===== config.mk =====
export PLATFORM = sky130hd
export DESIGN_NAME = sst_div
export DESIGN_NICKNAME = d
export VERILOG_FILES = /design/src/rtl/sst_pkg.sv /design/src/rtl/sst_div.sv
export SDC_FILE = /design/constraint.sdc
export NUM_CORES = 2
export LEC_CHECK = 0
export CORE_MARGIN = 1
export CORE_UTILIZATION = 45
export CTS_BUF_LIST = sky130_fd_sc_hd__clkbuf_4 sky130_fd_sc_hd__clkbuf_8
export DETAILED_ROUTE_END_ITERATION = 12
export DONT_BUFFER_PORTS = 1
export PLACE_DENSITY = 0.61
export SLEW_MARGIN = 20
export SYNTH_ARGS = -nofsm -noshare
export SYNTH_HDL_FRONTEND = slang
export SYNTH_SLANG_ARGS = --single-unit
export TNS_END_PERCENT = 1

===== constraint.sdc =====
create_clock -name clk_i -period 4.9 [get_ports clk_i]
set_input_delay 1.225 -clock clk_i [delete_from_list [all_inputs] [get_ports clk_i]]
set_output_delay 1.225 -clock clk_i [all_outputs]
set_load 0.005 [all_outputs]

===== src/rtl/sst_pkg.sv =====
// ----------------------------------------------------------------------------
// sst_pkg
// shared types and constants for the sine shape table lookup
// ----------------------------------------------------------------------------
package sst_pkg;

  localparam int unsigned AMP_W   = 16;
  localparam int unsigned MODE_W  = 3;
  localparam int unsigned N_W     = 13;
  localparam int unsigned IDX_W   = 16;
  localparam int unsigned OUT_W   = 16;
  localparam int unsigned CFG_A_W = 2;
  localparam int unsigned CFG_D_W = 16;

  localparam int unsigned M_W     = 14;
  localparam int unsigned QUO_W   = 32;
  localparam int unsigned NUM_W   = M_W + QUO_W;
  localparam int unsigned REM_W   = 14;
  localparam int unsigned T_W     = 31;
  localparam int unsigned P_W     = 32;
  localparam int unsigned SIN_W   = 17;

  localparam logic [CFG_A_W-1:0] REG_AMPLITUDE   = 2'd0;
  localparam logic [CFG_A_W-1:0] REG_SHAPE_MODE  = 2'd1;
  localparam logic [CFG_A_W-1:0] REG_SLICE_COUNT = 2'd2;

  localparam logic [MODE_W-1:0] MODE_FULL     = 3'd0;
  localparam logic [MODE_W-1:0] MODE_RISE     = 3'd1;
  localparam logic [MODE_W-1:0] MODE_FALL     = 3'd2;
  localparam logic [MODE_W-1:0] MODE_MOUNTAIN = 3'd3;
  localparam logic [MODE_W-1:0] MODE_BOUNCE   = 3'd4;

  localparam int unsigned N_COEF = 6;
  localparam logic [P_W-1:0] SIN_COEF [N_COEF] = '{
    32'd1686629713, 32'd693598669, 32'd85569306,
    32'd5026987, 32'd172272, 32'd3864
  };

  typedef struct packed {
    logic zero;
    logic base;
  } meta_t;

endpackage


===== src/rtl/sst_div.sv =====
// ----------------------------------------------------------------------------
// sst_div
// pipelined restoring divider, one quotient bit per stage
// ----------------------------------------------------------------------------
module sst_div
  import sst_pkg::*;
(
  input  logic             clk_i,
  input  logic             rst_ni,
  input  logic             en_i,
  input  logic             valid_i,
  input  logic [NUM_W-1:0] num_i,
  input  logic [N_W-1:0]   den_i,
  input  meta_t            meta_i,
  output logic             valid_o,
  output logic [QUO_W-1:0] quo_o,
  output meta_t            meta_o
);

  logic             v_q    [QUO_W];
  logic [REM_W-1:0] r_q    [QUO_W];
  logic [QUO_W-1:0] lo_q   [QUO_W];
  logic [QUO_W-1:0] q_q    [QUO_W];
  logic [N_W-1:0]   n_q    [QUO_W];
  meta_t            meta_q [QUO_W];

  for (genvar s = 0; s < QUO_W; s++) begin : g_stage
    logic             v_in;
    logic [REM_W-1:0] r_in;
    logic [QUO_W-1:0] lo_in;
    logic [QUO_W-1:0] q_in;
    logic [N_W-1:0]   n_in;
    meta_t            meta_in;
    logic [REM_W:0]   trial;
    logic             ge;
    logic [REM_W:0]   diff;

    if (s == 0) begin : g_first
      assign v_in    = valid_i;
      assign r_in    = num_i[NUM_W-1:QUO_W];
      assign lo_in   = num_i[QUO_W-1:0];
      assign q_in    = '0;
      assign n_in    = den_i;
      assign meta_in = meta_i;
    end else begin : g_next
      assign v_in    = v_q[s-1];
      assign r_in    = r_q[s-1];
      assign lo_in   = lo_q[s-1];
      assign q_in    = q_q[s-1];
      assign n_in    = n_q[s-1];
      assign meta_in = meta_q[s-1];
    end

    assign trial = {r_in, lo_in[QUO_W-1]};
    assign ge    = trial >= {{(REM_W+1-N_W){1'b0}}, n_in};
    assign diff  = trial - {{(REM_W+1-N_W){1'b0}}, n_in};

    always_ff @(posedge clk_i or negedge rst_ni) begin
      if (!rst_ni) begin
        v_q[s] <= 1'b0;
      end else if (en_i) begin
        v_q[s] <= v_in;
      end
    end

    always_ff @(posedge clk_i) begin
      if (en_i) begin
        r_q[s]    <= ge ? diff[REM_W-1:0] : trial[REM_W-1:0];
        lo_q[s]   <= {lo_in[QUO_W-2:0], 1'b0};
        q_q[s]    <= {q_in[QUO_W-2:0], ge};
        n_q[s]    <= n_in;
        meta_q[s] <= meta_in;
      end
    end
  end

  assign valid_o = v_q[QUO_W-1];
  assign quo_o   = q_q[QUO_W-1];
  assign meta_o  = meta_q[QUO_W-1];

endmodule


==> impl_metrics.yaml <==
outcome:
  outcome: "completed"
synth:
  ys_async_sr_fraction_pct: 1.64
  synth_area_um2: 86000
  synthCells: 5663
  syn_nets: 6206
  yosys.cell_types.count: 88
  synth_ff_type: "edfxtp_1"
  ys_seq_area_share_pct: 68.2
  synth_edf_count: 1925
  ys_warn_count: 0
  ys_seq_elements: 1957
  syn_area_per_cell_um2: 15.2
setup_path:
  startpoint_type: "register"
  required_ns: 5.64
  cp-end-kind: "register"
  crit_fanout: 25
  arrival_ns: 4.13
  critPathKind: "register to register"
placed_design:
  routabilityCongestion: 0.856
  dpl_cell_area_um2: 89200
  hpwlAfterDp_mm: 99.9
  io_buffer_count: 0
  dp_slack_ns: 1.02
sta:
  final_max_slew_viol_count: 0
  hold_violations: 0
  rsz0062_at_grt: "false"
  maxSlewHeadroom_pct: 39.1
  min_period_ns: 3.39
  fmax_mhz: 295
  final.setup.worst_slack_ns: 1.51
  fin_crit_sh_pct: 69.2
  skew_ns: 0.0732
  worst_pin_slew_ns: 0.913
  fin_tns_setup_ns: 0
  finalSetupViolCount: 0
power_and_ir_drop:
  design_power_total_mw: 57.0
  p_per_area_nw_per_um2: 595
  p_int_mw: 39.5
  combPwrFrac_pct: 32.6
  clockPowerShare_pct: 25.2
  peakVddDrop_v: 0.000252
  p_switching_mw: 17.4
  power.share.switching_pct: 30.6
  power.leakage_nw: 36.5
  sequentialPowerShare_pct: 42.2
drt:
  drtAntennaViolNets: 0
  wl_per_cell_um: 17.1
  drtIter0Drc: 3047
  via_count: 45000
  finalWirelength_mm: 150
  dr.pass1.iters: 7
  drt-vias-per-instance: 5.15
  drc: 0
layout:
  finish.utilization_pct: 50.4
  fin_nets: 6524
  fillers: 15800
  drive_gt1_share_pct: 15.6
  layout_commonest_cell: "edfxtp_1"
  final_cell_mix: "1925 x edfxtp_1, 523 x inv_1, 447 x ha_1, 354 x clkbuf_8, 304 x o21ai_0"
  synthToLayoutAreaGrowth_pct: 11.4
  fin_area_um2: 95800
clocking:
  clock_path_buffers: 4
  htreeDepth: 5
  cts_made_buffers: 346
  cts.repair.resized: 0
  tritoncts: "done"
  clock_latency_ns: 1.03
  cts_hold_buffers: 2
  cts.clk_slew.worst_paths_ns: 0.06
  cts-root-buf: "clkbuf_8"
  post-cts-setup-buffer-count: 0
  clock_sinks: 1957
run:
  cap_violations: 0
die:
  dieWidth_um: 439
  core_area_um2: 190000
  initial_utilization_pct: 45.3
  io-pin-count: 100
  row_count: 160
  fp.dieArea_um2: 193000
  die_h_um: 439
global_route:
  grt_pass1_vias: 45300
  overflow: 0
  antenna_found_initial: 2
  grt_max_degree: 121
  grt_util_all_layers_pct: 15.5
  grt_pass1_wl_mm: 241
min_path:
  hp-class: "primary input to register"
==> synthesized netlist by cell type (all sizes together), types with 93 or more instances <==
library cell / n / area (um^2)
a21o: 93 / 698
nor2: 235 / 928
edfxtp: 1925 / 57800
ha: 447 / 5590
xor2: 126 / 1100
mux2: 316 / 4100
nand2: 230 / 863
xnor2: 150 / 1310
o21ai: 329 / 1650
a21oi: 217 / 1130
o21a: 112 / 841
inv: 528 / 1980
==> through the flow <==
step,hold slack [ns],std cells
after CTS,0.154,8737
final,0.290,8742
after global routing,0.189,8742
after detailed placement,0.405,8142
after global placement,0.400,8142
after floorplan,0.400,5663
==> critical path, cell delays in order (launching register included) <==
cell and delay [ns]:
edfxtp_1 0.42, inv_1 0.14, ha_1 0.25, nor2b_1 0.15, o31ai_1 0.38, a21oi_1 0.22, a221o_2 0.45, a31oi_4 0.67
mux2_2 0.42
==> layer usage <==
layer,track usage (%),share of wire (%),routed length [um]
met5,0,0,0
met4,6.00,3.0,4410
met3,2.89,4.1,6160
met2,25.0,48,71100
met1,20.7,45,67800
==> state kept, by name (all words and copies together), names as in the netlist <==
register      flops
n_q             403
valid_o           1
g_stage.v_in     31
lo_q            496
q_q             528
r_q             434
meta_q           64
==> worst paths after layout <==
kind	start	to	slack [ns]	depth (start not counted)
setup reg to reg	n_q[0][118]	r_q[10][1]	1.51	8
setup / recovery	n_q[0][118]	r_q[10][1]	1.51	8
hold reg to reg	q_q[29][11]	q_q[30][12]	0.37	0
max in group asynchronous	rst_ni	g_stage[16].v_in	4.10	2
hold / removal	den_i[5]	n_q[0][5]	0.29	0
min in group asynchronous	rst_ni	g_stage[4].v_in	0.62	2
==> power by group through the flow <==
| stage | Sequential (mW) | Clock, mW | Combinational, mW |
|---|---|---|---|
| global placement | 24.4 | 0 | 18.1 |
| finish | 24.0 | 14.3 | 18.6 |
| floorplan | 23.6 | 0 | 15.1 |
| detailed placement | 24.4 | 0 | 18.4 |
| global route | 24.4 | 15.7 | 20.6 |
| CTS | 24.1 | 15.0 | 18.6 |
==> cell families after synthesis <==
| group | count (synthesis) | synth area share, % |
|---|---|---|
| adders and majority gates | 478 | 7.23 |
| muxes | 354 | 5.21 |
| buffers and inverters | 610 | 2.94 |
| xor gates and xnor gates | 276 | 2.81 |
| DFF | 1957 | 68.2 |
| AOI/OAI and AO/OA | 1060 | 8.21 |
| and+or+nand+nor | 928 | 5.43 |
==> area by class of cell <==
| class | instances | area (um^2) | share of cell area (%) |
|---|---|---|---|
| Sequential cell | 1957 | 58600 | 61.2 |
| Multi-Input combinational cell | 3096 | 24900 | 25.9 |
| Clock buffer | 465 | 5710 | 5.96 |
| Tap cell | 2511 | 3140 | 3.28 |
| Inverter | 528 | 1980 | 2.07 |
| Clock inverter | 128 | 802 | 0.837 |
| Timing Repair Buffer | 52 | 688 | 0.718 |
| Antenna cell | 5 | 12.5 | 0.0131 |
No activity file was read; power rests on OpenSTA's default activity.
